`src/hw/rtl/assert_macros.svh`:
```
// Assertion helpers used by the top-level RTL.
`ifndef ASSERT_MACROS_SVH
`define ASSERT_MACROS_SVH

// The consequent must hold in the same cycle as the antecedent.
`define ASSERT_SAME(lbl, clk, rst_n, pre, post, msg) \
  lbl: assert property (@(posedge clk) disable iff (!rst_n) (pre) |-> (post)) else $error(msg);

// The consequent must hold in the cycle after the antecedent.
`define ASSERT_NEXT(lbl, clk, rst_n, pre, post, msg) \
  lbl: assert property (@(posedge clk) disable iff (!rst_n) (pre) |=> (post)) else $error(msg);

`endif

```
`src/hw/rtl/bwcd_pkg.sv`:
```
// ----------------------------------------------------------------------------
// bwcd_pkg
// Types, widths, state encodings and the block weight table.
// ----------------------------------------------------------------------------
package bwcd_pkg;

  localparam int ACC_W     = 48;
  localparam int SCORE_W   = 24;
  localparam int IDX_W     = 6;
  localparam int WEIGHT_W  = 16;
  localparam int DIST_W    = 17;
  localparam int CFG_W     = 6;
  localparam int TABLE_LEN = 40;
  localparam logic [CFG_W-1:0] BLOCKS_IN_USE_RESET = 6'd40;

  typedef struct packed {
    logic signed [ACC_W-1:0] dot;
    logic [ACC_W-1:0]        te;
    logic [ACC_W-1:0]        qe;
    logic [IDX_W-1:0]        idx;
    logic                    last;
  } blk_rec_t;

  typedef enum logic [1:0] {F_IDLE, F_MUL, F_ACC} front_state_t;

  typedef enum logic [2:0] {
    B_IDLE, B_MUL, B_SQRT, B_DIV, B_WEIGHT, B_ACC, B_FINAL, B_EMIT
  } back_state_t;

  function automatic logic [WEIGHT_W-1:0] weight_of(input logic [IDX_W-1:0] idx);
    logic [WEIGHT_W-1:0] w;
    case (idx)
      6'd0:  w = 16'd59638;  6'd1:  w = 16'd57672;  6'd2:  w = 16'd57672;
      6'd3:  w = 16'd59638;  6'd4:  w = 16'd63570;  6'd5:  w = 16'd64225;
      6'd6:  w = 16'd64225;  6'd7:  w = 16'd63570;  6'd8:  w = 16'd60948;
      6'd9:  w = 16'd65535;  6'd10: w = 16'd65535;  6'd11: w = 16'd60948;
      6'd12: w = 16'd58327;  6'd13: w = 16'd63570;  6'd14: w = 16'd63570;
      6'd15: w = 16'd58327;  6'd16: w = 16'd55050;  6'd17: w = 16'd62259;
      6'd18: w = 16'd62259;  6'd19: w = 16'd55050;  6'd20: w = 16'd48497;
      6'd21: w = 16'd59638;  6'd22: w = 16'd59638;  6'd23: w = 16'd48497;
      6'd24: w = 16'd50463;  6'd25: w = 16'd58327;  6'd26: w = 16'd58327;
      6'd27: w = 16'd50463;  6'd28: w = 16'd52429;  6'd29: w = 16'd55706;
      6'd30: w = 16'd55706;  6'd31: w = 16'd52429;  6'd32: w = 16'd53084;
      6'd33: w = 16'd53740;  6'd34: w = 16'd53740;  6'd35: w = 16'd53084;
      6'd36: w = 16'd50463;  6'd37: w = 16'd52429;  6'd38: w = 16'd52429;
      6'd39: w = 16'd50463;
      default: w = '0;
    endcase
    return w;
  endfunction

endpackage

```
`src/hw/rtl/bwcd_queue.sv`:
```
// ----------------------------------------------------------------------------
// bwcd_queue
// Two-entry queue of closed block records between the front and back ends.
// ----------------------------------------------------------------------------
module bwcd_queue (
  input  logic               clk,
  input  logic               rst_n,
  input  logic               push,
  input  bwcd_pkg::blk_rec_t push_rec,
  input  logic               pop,
  output bwcd_pkg::blk_rec_t head_rec,
  output logic               full,
  output logic               empty
);
  import bwcd_pkg::*;

  blk_rec_t   entry_r [2];
  logic       wr_ptr_r, rd_ptr_r;
  logic [1:0] count_r;

  assign head_rec = entry_r[rd_ptr_r];
  assign full     = count_r == 2'd2;
  assign empty    = count_r == 2'd0;

  always_ff @(posedge clk) begin
    if (push) begin
      entry_r[wr_ptr_r] <= push_rec;
    end
    if (!rst_n) begin
      wr_ptr_r <= 1'b0;
      rd_ptr_r <= 1'b0;
      count_r  <= 2'd0;
    end else begin
      if (push) wr_ptr_r <= ~wr_ptr_r;
      if (pop)  rd_ptr_r <= ~rd_ptr_r;
      count_r <= count_r + {1'b0, push} - {1'b0, pop};
    end
  end
endmodule

```
`config.mk`:
```
export PLATFORM = sky130hd
export DESIGN_NAME = bwcd_queue
export DESIGN_NICKNAME = d
export VERILOG_FILES = /design/src/hw/rtl/assert_macros.svh /design/src/hw/rtl/bwcd_pkg.sv /design/src/hw/rtl/bwcd_queue.sv
export SDC_FILE = /design/constraint.sdc
export NUM_CORES = 1
export LEC_CHECK = 0
export BUFFER_PORTS_ARGS = -buffer_cell sky130_fd_sc_hd__buf_2
export CAP_MARGIN = 5
export CELL_PAD_IN_SITES_DETAIL_PLACEMENT = 0
export CELL_PAD_IN_SITES_GLOBAL_PLACEMENT = 2
export CORE_ASPECT_RATIO = 0.5
export CORE_MARGIN = 1
export CORE_UTILIZATION = 40
export DETAILED_ROUTE_END_ITERATION = 10
export GPL_ROUTABILITY_DRIVEN = 0
export PLACE_DENSITY = 0.84
export RECOVER_POWER = 50
export SLEW_MARGIN = 15
export SYNTH_ARGS = -nofsm -noshare
export SYNTH_HDL_FRONTEND = slang
export SYNTH_SLANG_ARGS = --single-unit
```
`constraint.sdc`:
```
create_clock -name clk -period 23.1 [get_ports clk]
set_clock_uncertainty 0.05 [all_clocks]
set_input_delay 4.62 -clock clk [delete_from_list [all_inputs] [get_ports clk]]
set_output_delay 4.62 -clock clk [all_outputs]
set_load 0.05 [all_outputs]
```
Word level (Yosys, flattened, before mapping)
Memory sizes are Yosys's and may differ from the RTL's. A register that Yosys moved wholly into a read port is not among the register bits.
Index checks and enable logic that the tools add are counted.
{"block": "totals", "in_bits": 155, "word_cells": 14, "register_bits": 4, "mem_bits_rw": 302, "memories": 1}
{"block": "op_classes", "n_eq_ne": 1, "n_addsub": 2, "n_reduce_logical": 1, "muxes": 4, "n_bitwise": 2}
{"memory": "entry_r", "words": 2, "word_bits": 151, "rd": 1, "rd_ports_with_merged_regs": 1, "wr": 1, "line": "bwcd_queue.sv:17", "rtl": "blk_rec_t entry_r [2];"}
{"op": "$mux 1", "n": 4}
{"op": "$add 2x1->2", "n": 1}
{"op": "$eq 2x2->1 const B", "n": 1}
{"op": "$logic_not 2->1", "n": 1}
{"op": "$not 1->1", "n": 2}
{"op": "$sub 2x1->2", "n": 1}

Depth between registers and ports, before layout
{"block": "depth", "word_depth": 3, "mapped_depth": 6, "mapped_depth_nobuf": 6}

Worst setup path after synthesis
OpenSTA, ideal clock, no wires.
{"block": "synth_path", "path_kind": "in2reg", "start": "input port push", "end": "memory entry_r[0][0] (netlist name) (enable)", "setup_ns": 0.681, "path_buffers": 0, "slack_ns": 11.187, "stages": 1, "required_ns": 22.369, "t_arrival_ns": 11.182, "path_cell_list": "nor2b_1"}
{"block": "synth_between", "elab_chain_len": 2}
{"element": "start: declaration", "line": "bwcd_queue.sv:8", "rtl": "input logic push,"}
{"element": "$mux 1", "line": "bwcd_queue.sv:26", "rtl": "if (push) begin"}
{"element": "$mux 1 (not written as such)", "line": "bwcd_queue.sv:27", "rtl": "entry_r[wr_ptr_r] <= push_rec;"}
{"element": "end: declaration", "line": "bwcd_queue.sv:17"}
Every way passes these cells.

Worst setup path after layout
{"block": "layout_path", "start": "input port push", "end": "memory entry_r[1][147] (netlist name) (enable)"}
Same word-level chain as after synthesis.

==> flow_metrics.env <==
export IMPL_seq_area_um2=9170
export IMPL_rsz0062_at_grt="false"
export IMPL_whs_path_depth=2
export IMPL_setup_tns_ns=0
export IMPL_layout_commonest_cell="edfxtp_1"
export IMPL_max_freq_mhz=115
export IMPL_final_area_um2=14200
export IMPL_period_minus_slack_ns=8.69
export IMPL_ant_nets=0
export IMPL_ys_types=14
export IMPL_num_vias=5600
export IMPL_synth_top_area_share=0.790
export IMPL_clock_sinks=307
export IMPL_internal_power_w=0.000983
export IMPL_place_ws_ns=16.01
export IMPL_violations="max-capacitance violations, max-slew violations"
export IMPL_start_kind="input pin"
export IMPL_dp_hpwl_um=15800
export IMPL_p_clk_frac=0.345
export IMPL_antenna_found_initial=3
export IMPL_vias_per_cell=4.61
export IMPL_synth_ff_latch_count=307
export IMPL_die_h_um=122
export IMPL_numPortBuffers=307
export IMPL_insertion_delay_ns=0.53
export IMPL_sequentialPowerShare=0.491
export IMPL_switching_share=0.263
export IMPL_cts_root_buf="clkbuf_16"
export IMPL_areaGrowthSynthToFinish_pct=23.7
export IMPL_clkTransAtPathRegs_ns=0.06
export IMPL_hold_class="reg -> reg"
export IMPL_dieWidth_um=242
export IMPL_ios=308
export IMPL_drive_above_1_share=0.523
export IMPL_power_frac_comb=0.164
export IMPL_maxSlewHeadroom=-1.26
export IMPL_synth_xor_area_frac=0.00272
export IMPL_routed_wl_um=23400
export IMPL_syn_area_um2=11500
export IMPL_nFillCells=2351
export IMPL_crit_fanout=56
export IMPL_arrival_ns=8.71
export IMPL_grt_pass1_wl_um=33400
export IMPL_synthTopCellsByArea="edfxtp_1 79%, mux2_4 12%, mux2_2 6.0%"
export IMPL_multi_input_area_um2=2160
export IMPL_yosysTopAreaCell="edfxtp_1"
export IMPL_initial_utilization=0.411
export IMPL_post_cts_resize_count=0
export IMPL_layout_common_cells="302 x edfxtp_1, 239 x buf_2, 90 x mux2_4, 71 x clkbuf_1, 61 x mux2_2"
export IMPL_placed_area_um2=13400
export IMPL_grt_pass1_vias=5790
export IMPL_cp_required_ns=23.12
export IMPL_post_drt_wl_per_cell_um=19.3
export IMPL_dieArea_um2=29400
export IMPL_grtUsageTotal=0.151
export IMPL_cts_hold_buf=0
export IMPL_coreArea_um2=28000
export IMPL_outcome="finished, violations left"
export IMPL_rows=43
export IMPL_worst_setup_path_end_kind="flop"
export IMPL_synth_cells=491
export IMPL_synth_top_family_by_area="multiplexers"
export IMPL_worst_slew_pin_slew_ns=3.39
export IMPL_nets=974
export IMPL_htreeDepth=1
export IMPL_yosys_area_share_simple=0.00468
export IMPL_grt_max_degree=71
export IMPL_muxShareOfSynthArea=0.177
export IMPL_synth_fa_ha_area_frac=0.00218
export IMPL_ys_seq_area_frac=0.798
export IMPL_synth_compound_area_frac=0.000654
export IMPL_p_sw_w=0.000351
export IMPL_finalSetupViolCount=0
export IMPL_period_share=0.376
export IMPL_drv_cap=3
export IMPL_reg2reg_depth=2
export IMPL_dr_pass1_iters=4
export IMPL_yosysWarnings=0
export IMPL_ir_worst_vdd_mv=0.0541
export IMPL_drtIter0Drc=293
export IMPL_grt_overflow=0
export IMPL_synth_fp_nets=648
export IMPL_cts_tree="built"
export IMPL_p_per_area_nw_per_um2=93.9
export IMPL_setup_worst_path_class="in -> reg"
export IMPL_syn_area_per_cell_um2=23.4
export IMPL_postCtsSetupBuffers=0
export IMPL_total_leakage_power_nw=5.33
export IMPL_finalHoldViolCount=0
export IMPL_finalMaxSlewViolations=115
export IMPL_fin_ws_ns=14.41
export IMPL_cts_path_max_buffers=3
export IMPL_drc=0
export IMPL_numCtsBuffers=28
worst max-delay path, cell delays in order:
cell      delay (ns)
clkbuf_1        0.14
and2_0          1.40
clkbuf_1        2.48
synth_stat cells:
cell / count
edfxtp_1: 302
mux2_4: 90
mux2_2: 61
buf_6: 11
buf_2: 6
dfxtp_1: 5
and2_1: 4
nor2b_1: 4
ha_1: 2
inv_1: 2
nor2_1: 1
o21a_1: 1
xnor3_1: 1
xor2_1: 1
layout make-up:
cell class / count / share of cell area
clock buffer: 33 / 0.0521
antenna: 2 / 0.000352
inverter: 2 / 0.000528
timing repair buffer: 313 / 0.105
tap: 382 / 0.0336
clock inverter: 12 / 0.0111
multi-input combinational: 165 / 0.152
sequential: 307 / 0.646
power by group through the flow:
stage / sequential, W / clock (W) / combinational (W)
final: 0.000655 / 0.000460 / 0.000219
after global routing: 0.000657 / 0.000492 / 0.000229
after CTS: 0.000655 / 0.000475 / 0.000224
after detailed placement: 0.000667 / 0 / 0.000223
after global placement: 0.000665 / 0 / 0.000221
after floorplan: 0.000667 / 0 / 0.000175
metal layers:
| layer | wire, um | GRT usage | vias to the layer above |
|---|---|---|---|
| li1 | - | - | 2598 |
| met1 | 8600 | 0.165 | 2864 |
| met2 | 13500 | 0.296 | 88 |
| met3 | 609 | 0.0275 | 50 |
| met4 | 705 | 0.0529 | 0 |
| met5 | 0 | 0 | - |
worst paths after layout:
| kind | startpoint | endpoint | slack (ns) |
|---|---|---|---|
| worst max-delay path | push | entry_r[1][147] | 14.41 |
| worst min-delay path | rd_ptr_r | flop | 0.54 |
| worst max register to register | wr_ptr_r | entry_r[1][147] | 18.32 |
| worst min register to register | rd_ptr_r | flop | 0.54 |
metrics by stage:
step                utilization  total power (W)  instances  hold slack [ns]
global route              0.508          0.00138       1216            0.581
detailed placement        0.479         0.000890       1169            0.518
CTS                       0.511          0.00135       1214            0.539
finish                    0.508          0.00133       1216            0.535
global placement          0.479         0.000886       1169            0.520
floorplan                     -         0.000841        491            0.505
sequential cells by signal, summed over array words and instances (netlist names), named ones only:
signal    flops
count_r       2
rd_ptr_r      1
entry_r     302
wr_ptr_r      1
cell families (layout without fill, tap and decap cells):
logic type,Yosys count,count (layout)
flops,307,307
mux,151,151
buf+inv,19,360
simple gates,9,9
fa+ha+maj,2,2
xor+xnor,2,2
compound gates,1,1
other cells,0,2
(Power assumes the default switching activity.)
