### src/hw/rtl/assert_macros.svh
// Assertion helpers used by the top-level RTL.
`ifndef ASSERT_MACROS_SVH
`define ASSERT_MACROS_SVH

// The consequent must hold in the same cycle as the antecedent.
`define ASSERT_SAME(lbl, clk, rst_n, pre, post, msg) \
  lbl: assert property (@(posedge clk) disable iff (!rst_n) (pre) |-> (post)) else $error(msg);

// The consequent must hold in the cycle after the antecedent.
`define ASSERT_NEXT(lbl, clk, rst_n, pre, post, msg) \
  lbl: assert property (@(posedge clk) disable iff (!rst_n) (pre) |=> (post)) else $error(msg);

`endif

### src/hw/rtl/bwcd_pkg.sv
// ----------------------------------------------------------------------------
// bwcd_pkg
// Types, widths, state encodings and the block weight table.
// ----------------------------------------------------------------------------
package bwcd_pkg;

  localparam int ACC_W     = 48;
  localparam int SCORE_W   = 24;
  localparam int IDX_W     = 6;
  localparam int WEIGHT_W  = 16;
  localparam int DIST_W    = 17;
  localparam int CFG_W     = 6;
  localparam int TABLE_LEN = 40;
  localparam logic [CFG_W-1:0] BLOCKS_IN_USE_RESET = 6'd40;

  typedef struct packed {
    logic signed [ACC_W-1:0] dot;
    logic [ACC_W-1:0]        te;
    logic [ACC_W-1:0]        qe;
    logic [IDX_W-1:0]        idx;
    logic                    last;
  } blk_rec_t;

  typedef enum logic [1:0] {F_IDLE, F_MUL, F_ACC} front_state_t;

  typedef enum logic [2:0] {
    B_IDLE, B_MUL, B_SQRT, B_DIV, B_WEIGHT, B_ACC, B_FINAL, B_EMIT
  } back_state_t;

  function automatic logic [WEIGHT_W-1:0] weight_of(input logic [IDX_W-1:0] idx);
    logic [WEIGHT_W-1:0] w;
    case (idx)
      6'd0:  w = 16'd59638;  6'd1:  w = 16'd57672;  6'd2:  w = 16'd57672;
      6'd3:  w = 16'd59638;  6'd4:  w = 16'd63570;  6'd5:  w = 16'd64225;
      6'd6:  w = 16'd64225;  6'd7:  w = 16'd63570;  6'd8:  w = 16'd60948;
      6'd9:  w = 16'd65535;  6'd10: w = 16'd65535;  6'd11: w = 16'd60948;
      6'd12: w = 16'd58327;  6'd13: w = 16'd63570;  6'd14: w = 16'd63570;
      6'd15: w = 16'd58327;  6'd16: w = 16'd55050;  6'd17: w = 16'd62259;
      6'd18: w = 16'd62259;  6'd19: w = 16'd55050;  6'd20: w = 16'd48497;
      6'd21: w = 16'd59638;  6'd22: w = 16'd59638;  6'd23: w = 16'd48497;
      6'd24: w = 16'd50463;  6'd25: w = 16'd58327;  6'd26: w = 16'd58327;
      6'd27: w = 16'd50463;  6'd28: w = 16'd52429;  6'd29: w = 16'd55706;
      6'd30: w = 16'd55706;  6'd31: w = 16'd52429;  6'd32: w = 16'd53084;
      6'd33: w = 16'd53740;  6'd34: w = 16'd53740;  6'd35: w = 16'd53084;
      6'd36: w = 16'd50463;  6'd37: w = 16'd52429;  6'd38: w = 16'd52429;
      6'd39: w = 16'd50463;
      default: w = '0;
    endcase
    return w;
  endfunction

endpackage

### src/hw/rtl/bwcd_front.sv
// ----------------------------------------------------------------------------
// bwcd_front
// Takes element pairs, forms the products and accumulates one block.
// ----------------------------------------------------------------------------
module bwcd_front #(
  parameter int ELEMENT_BITS = 16
) (
  input  logic                           clk,
  input  logic                           rst_n,
  input  logic                           in_valid,
  output logic                           in_stall,
  input  logic signed [ELEMENT_BITS-1:0] target_element,
  input  logic signed [ELEMENT_BITS-1:0] query_element,
  input  logic                           last_in_block,
  input  logic                           last_of_vector,
  input  logic                           q_full,
  output logic                           q_push,
  output bwcd_pkg::blk_rec_t             q_rec
);
  import bwcd_pkg::*;

  localparam int PW = 2 * ELEMENT_BITS;
  localparam int SW = ((PW > ACC_W) ? PW : ACC_W) + 1;
  localparam logic signed [SW-1:0] DMAX = {{(SW-ACC_W+1){1'b0}}, {(ACC_W-1){1'b1}}};
  localparam logic signed [SW-1:0] DMIN = ~DMAX;
  localparam logic [SW-1:0]        EMAX = {{(SW-ACC_W){1'b0}}, {ACC_W{1'b1}}};

  front_state_t state_r, state_nxt;
  logic signed [ELEMENT_BITS-1:0] t_r, q_r;
  logic blk_end_r, vec_end_r;
  logic signed [PW-1:0] ptq_r, ptt_r, pqq_r;
  logic signed [ACC_W-1:0] dot_r;
  logic [ACC_W-1:0] te_r, qe_r;
  logic [IDX_W-1:0] idx_r;

  logic accept, closing, finish;
  logic signed [SW-1:0] dsum;
  logic [SW-1:0] tsum, qsum;
  logic signed [ACC_W-1:0] dot_sat;
  logic [ACC_W-1:0] te_sat, qe_sat;

  assign closing  = blk_end_r | vec_end_r;
  assign finish   = (state_r == F_ACC) && !(closing && q_full);
  assign in_stall = !((state_r == F_IDLE) || finish);
  assign accept   = in_valid && !in_stall;

  always_comb begin
    dsum = SW'(dot_r) + SW'(ptq_r);
    tsum = SW'(te_r) + SW'(unsigned'(ptt_r));
    qsum = SW'(qe_r) + SW'(unsigned'(pqq_r));
    if (dsum > DMAX)      dot_sat = DMAX[ACC_W-1:0];
    else if (dsum < DMIN) dot_sat = DMIN[ACC_W-1:0];
    else                  dot_sat = dsum[ACC_W-1:0];
    te_sat = (tsum > EMAX) ? EMAX[ACC_W-1:0] : tsum[ACC_W-1:0];
    qe_sat = (qsum > EMAX) ? EMAX[ACC_W-1:0] : qsum[ACC_W-1:0];
  end

  assign q_push = finish && closing;
  assign q_rec  = '{dot: dot_sat, te: te_sat, qe: qe_sat, idx: idx_r, last: vec_end_r};

  always_comb begin
    state_nxt = state_r;
    unique case (state_r)
      F_IDLE: if (accept) state_nxt = F_MUL;
      F_MUL:  state_nxt = F_ACC;
      F_ACC: begin
        if (accept)      state_nxt = F_MUL;
        else if (finish) state_nxt = F_IDLE;
      end
      default: state_nxt = F_IDLE;
    endcase
  end

  always_ff @(posedge clk) begin
    if (accept) begin
      t_r       <= target_element;
      q_r       <= query_element;
      blk_end_r <= last_in_block;
      vec_end_r <= last_of_vector;
    end
    if (state_r == F_MUL) begin
      ptq_r <= t_r * q_r;
      ptt_r <= t_r * t_r;
      pqq_r <= q_r * q_r;
    end
    if (!rst_n) begin
      state_r <= F_IDLE;
      dot_r   <= '0;
      te_r    <= '0;
      qe_r    <= '0;
      idx_r   <= '0;
    end else begin
      state_r <= state_nxt;
      if (finish) begin
        if (closing) begin
          dot_r <= '0;
          te_r  <= '0;
          qe_r  <= '0;
          if (vec_end_r)            idx_r <= '0;
          else if (idx_r != '1)     idx_r <= idx_r + 1'b1;
        end else begin
          dot_r <= dot_sat;
          te_r  <= te_sat;
          qe_r  <= qe_sat;
        end
      end
    end
  end
endmodule

### config.mk
export PLATFORM = sky130hd
export DESIGN_NAME = bwcd_front
export DESIGN_NICKNAME = d
export VERILOG_FILES = /design/src/hw/rtl/assert_macros.svh /design/src/hw/rtl/bwcd_pkg.sv /design/src/hw/rtl/bwcd_front.sv
export SDC_FILE = /design/constraint.sdc
export NUM_CORES = 2
export LEC_CHECK = 0
export BUFFER_PORTS_ARGS = -buffer_cell sky130_fd_sc_hd__clkbuf_2
export CORE_AREA = 3 3 305 307
export DETAILED_ROUTE_END_ITERATION = 6
export DIE_AREA = 0 0 308 310
export PLACE_DENSITY = 0.72
export SETUP_SLACK_MARGIN = 0.5
export SLEW_MARGIN = 20
export SYNTH_ARGS = -nofsm -noshare
export SYNTH_HDL_FRONTEND = slang
export SYNTH_SLANG_ARGS = --single-unit
### constraint.sdc
create_clock -name clk -period 9.65 [get_ports clk]
set_input_delay 1.93 -clock clk [delete_from_list [all_inputs] [get_ports clk]]
set_output_delay 1.93 -clock clk [all_outputs]
set_load 0.02 [all_outputs]
=== Yosys cells after proc, flatten, opt, wreduce, memory -nomap -nowiden ===
Cells that the tools add are included.
Widths: inputs -> output; s select.

* Logic and storage cells: 53
* Register bits: 282
* Output and inout bits: 153
* Input port bits: 38

* Reduce and logical (&&, ||, !) cells: 11
* Add/subtract/negate cells: 4
* Magnitude comparators: 4
* Multipliers: 3
* Eq/ne operators: 5
* Bitwise operators: 1
* Muxes and demuxes: 13

{| class="wikitable"
|+ Operator list
! kind !! count
|-
| $mux 48 || 7
|-
| $add 48x32->49 || 3
|-
| $gt 49x48->1 const B || 3
|-
| $mul 16x16->32 || 3
|-
| $lt 49x48->1 const B || 1
|-
| $mux 6 || 2
|-
| $add 6x1->6 const B || 1
|-
| $mux 2 || 3
|-
| $ne 6x6->1 const B || 1
|-
| $pmux 2 s3 || 1
|-
| $logic_and 1x1->1 || 4
|-
| $ne 3x3->1 const B || 1
|-
| $reduce_and 3->1 || 1
|-
| $eq 2x1->1 const B || 1
|-
| $eq 2x2->1 const B || 1
|-
| $logic_not 1->1 || 2
|-
| $logic_not 2->1 || 1
|-
| $ne 2x2->1 const B || 1
|-
| $reduce_and 2->1 || 1
|-
| $reduce_bool 2->1 || 1
|-
| $logic_or 1x1->1 || 1
|-
| $or 1x1->1 || 1
|}

=== Longest topological paths before layout ===
* Depth after elaboration: 8
* Gate-level depth with buffers: 26
* Mapped depth without buffers: 24

=== Worst setup path before layout ===
Ideal clock, no wire load.

* Path type: register -> register
* Start: reg q_r[15]
* End: reg pqq_r[30], data pin
* Arrival time: 6.288 ns
* Setup time: 0.262 ns
* Period minus slack after synthesis: 6.550 ns
* Stages on the path, launching flop included: 20
* Slack: 3.100 ns
* Path buffers: 1
* Data required time: 9.388 ns
* Cell sequence: edfxtp_1 -> clkbuf_1 -> clkinv_1 -> nor2_1 -> fa_1 -> fa_1 -> fa_1 -> fa_1 -> fa_1 -> inv_1 -> fa_1 -> inv_1 -> ha_1 -> a21oi_1 -> o21ai_0 -> a31o_2 -> and3_1 -> a2111oi_1 -> a21oi_1 -> xor2_1

* Word-level cells in the longest chain between the ends: 1

{| class="wikitable"
|+ RTL lines
! what !! RTL line !! text
|-
| from (decl) || bwcd_front.sv:29 || <nowiki>logic signed [ELEMENT_BITS-1:0] t_r, q_r;</nowiki>
|-
| from (signal assigned) || bwcd_front.sv:77 || <nowiki>q_r <= query_element;</nowiki>
|-
| $mul 16x16->32 || bwcd_front.sv:84 || <nowiki>pqq_r <= q_r * q_r;</nowiki>
|-
| to (signal assigned) || bwcd_front.sv:84 ||
|-
| to (decl) || bwcd_front.sv:31 || <nowiki>logic signed [PW-1:0] ptq_r, ptt_r, pqq_r;</nowiki>
|}

Every way passes these cells.
A chain may end at the register's enable or synchronous reset.

=== Worst setup path after layout ===
* Start: reg q_r[5]
* End: reg pqq_r[31], data pin

Same word-level chain as after synthesis.

==> summary.md <==
| Metric | Value |
|---|---|
| Critical Path AT | 7.68 ns |
| Min-delay worst type | reg2reg |
| Initial Util | 49.88% |
| Residual DRC | 0 |
| Post-synth ARST share | 0% |
| Initial antenna violation count | 2 |
| Register bit total from synthesis | 280 |
| Status | finished clean |
| WP buf/inv | 5 |
| Crit-path max cell delay | 1.01 ns |
| Syn_nets | 6,142 |
| Setup Fix Bufs, Post-CTS | 0 |
| Vias per cell | 5.493 |
| Worst path depth | 22 |
| Iteration-0 DRC Markers | 2,498 |
| N_diodes | 0 |
| Final Hold Vio Count | 0 |
| Most used cell, CP | fa_1 |
| Post-synth EDFFs | 128 |
| Core Region | 90,290 um^2 |
| Largest net degree at the start of global routing | 77 |
| Vias | 34,390 |
| Setup ws final | 2.319 ns |
| Main synth FF type | dfxtp_1 |
| Cell variety after synth | 97 |
| # port buffers | 190 |
| RSZ-0062 raised after global routing | no |
| Sequential share of the synthesized area | 15.29% |
| Die Wd | 308 um |
| Area grow syn2layout | 7.165% |
| Post-CTS Hold Buffers | 0 |
| # rows | 110 |
| Post-detail-place hpwl | 89.33 mm |
| Crit Path Class | reg2reg |
| Max-slew headroom at the worst pin | 33.69% |
| Final setup viols | 0 |
| Clock Sink Count | 280 |
| Num CTS Buffers | 38 |
| CP Max Fanout | 19 |
| Top delay family on crit path | adder cells |
| Number of synthesis warnings | 0 |
| Fin Setup TNS | 0 ns |
| Share of cells above drive strength 1 | 7.493% |
| Maximum clock insertion buffer count | 3 |
| Mapped Area | 45,030 um^2 |
| Fillers | 8,256 |
| Htree depth | 2 |
| Post-Synthesis Cells | 4,997 |
| CTS tree | built |
| Crit path required time | 10.00 ns |
| Ports | 191 |
| Fmax | 136.4 MHz |
| WHS | 0.4526 ns |
| Max-cap violations | 0 |
| Clk_skew | 0.03537 ns |
| Crit-path cells | buf_4 > and2_1 > fa_1 > inv_1 > fa_1 > fa_1 > inv_1 > fa_1 > fa_1 > inv_1 > fa_1 > inv_1 > ha_1 > a21o_1 > a21oi_1 > o2111ai_1 > a31oi_1 > nor2_1 > a211o_1 > a31o_2 > a21oi_1 > xnor2_1 |
| GP Congestion | 0.9213 |
| R2R depth | 22 |
| Routed WL per cell | 18.11 um |
| Max Slew Vio Count | 0 |
| Skew-Pair Late Insertion Delay | 0.63 ns |
| Die height | 310 um |
| Die footprint | 95,480 um^2 |
| CP endpoint kind | flip-flop |
| Final worst-path cycle share | 75.97% |
| Drt first pass iters | 6 |
| First-pass GRT wire length | 186.6 mm |
| Clk pin slew, worst setup/hold paths | 0.07 ns |
| Post-route ant nets | 0 |
| Util after Layout | 53.45% |
| # nets final | 6,201 |
| CP max-delay cell | edfxtp_1 |
| Overflow after GRT | 0 |
| Avg Cell Area, Syn | 9.012 um^2 |
| Hold-critical path depth | 2 |
| GRT Overall Usage | 24.32% |
| Min Tclk post-route | 7.331 ns |
| Vias in the first global route | 35,852 |
| CP Launch Type | flip-flop |
| Detailed Route WL | 113.4 mm |
| Root buf cell | clkbuf_16 |
| Worst Tran Pin Value | 0.9947 ns |
| Pre-CTS WS | 2.521 ns |
| Resized cells post-CTS | 0 |
stage by stage:
stage | std cells | instance area (um^2)
global placement | 6192 | 46950
floorplan | 4997 | 45030
global route | 6261 | 48260
CTS | 6261 | 48260
finish | 6261 | 48260
detailed placement | 6192 | 46950
area by class of cell:
class | count | area (um^2) | area share (%)
clock buffer | 47 | 1035 | 2.144
clock inverter | 22 | 272.8 | 0.5652
inverter | 989 | 3712 | 7.692
multi-input combinational | 3508 | 33560 | 69.55
sequential | 280 | 6887 | 14.27
tap | 1176 | 1471 | 3.049
timing repair buffer | 239 | 1319 | 2.733
flip-flops by register name, summed over array words and instances (netlist names):
signal / count
ptq_r: 32
q_r: 16
t_r: 16
pqq_r: 31
ptt_r: 31
qe_r: 48
idx_r: 6
dot_r: 48
state_r: 2
vec_end_r: 1
blk_end_r: 1
te_r: 48
path summary, 6_finish.rpt:
path / endpoint / slack [ns] / start
setup / recovery: pqq_r[31]$_DFFE_PN_ / 2.32 / q_r[5]$_DFFE_PP_
hold / removal: dot_r[39]$_SDFFE_PN0P_ / 0.45 / dot_r[39]$_SDFFE_PN0P_
setup reg to reg: pqq_r[31]$_DFFE_PN_ / 2.32 / q_r[5]$_DFFE_PP_
hold reg to reg: dot_r[39]$_SDFFE_PN0P_ / 0.45 / dot_r[39]$_SDFFE_PN0P_
worst register-to-register path: stages, from the launching register on:
cell and delay [ns]:
edfxtp_1 1.01, buf_4 0.39, and2_1 0.24, fa_1 0.45
inv_1 0.08, fa_1 0.46, fa_1 0.53, inv_1 0.06
fa_1 0.48, fa_1 0.49, inv_1 0.05, fa_1 0.47
inv_1 0.04, ha_1 0.34, a21o_1 0.22, a21oi_1 0.22
o2111ai_1 0.27, a31oi_1 0.37, nor2_1 0.12, a211o_1 0.29
a31o_2 0.23, a21oi_1 0.16, xnor2_1 0.09
Yosys cell counts, drive strengths merged (12+ instances only):
cell type,count,area (um^2)
a31oi,24,165.2
nor2b,22,137.6
and3,36,225.2
xor2,79,691.9
a22o,70,613.1
inv,984,3694
a211oi,21,172.7
o21bai,28,210.2
and2,201,1257
nand2,550,2067
buf,45,234.0
o21ai,144,735.7
nand4,42,262.8
nor3,48,245.2
a31o,17,157.7
or2,16,100.1
o21a,22,165.2
clkbuf,175,660.6
dfxtp,152,3043
fa,729,14590
nor2,253,957.2
o31ai,14,110.1
edfxtp,128,3844
o211ai,30,235.2
xnor2,167,1478
and4,12,105.1
or3,18,117.6
a211o,12,105.1
nand2b,31,193.9
maj3,20,200.2
a21oi,201,1051
nand3,69,345.3
ha,378,4730
a21o,119,893.4
layout by cell type (no fill, tap or decap), drive strengths merged, types with 17 or more instances in the layout:
master,count
or3,18
a211oi,21
and2,201
xnor2,167
nor3,48
buf,49
a21o,119
o21bai,28
a21oi,201
maj3,20
and3,36
nand2b,31
nand4,42
a22o,70
nor2b,22
ha,378
o211ai,30
o21a,22
nand3,69
o21ai,144
fa,729
inv,986
a31oi,24
xor2,79
edfxtp,128
nor2,253
a31o,17
clkbuf,237
nand2,550
dfxtp,152
metal layers:
layer	vias up	GRT usage [%]	part of all wire (%)
li1	16099	-	-
met1	17100	33.23	44
met2	1017	41.02	47
met3	172	3.383	6.7
met4	2	6.185	2.4
met5	-	0	0.011
cells by family (layout without fill, tap and decap cells):
family	Yosys count	after routing	share of synthesized area, %
buf+inv	1209	1297	10.23
fa+ha+maj	1127	1127	43.35
simple gates	1318	1318	13.70
mux	12	12	0.2778
compound gates	805	805	12.32
xor+xnor	246	246	4.818
flops	280	280	15.29
Power is not shown: default switching activity piles up to over one toggle a cycle in this logic, so the estimate is an artifact.
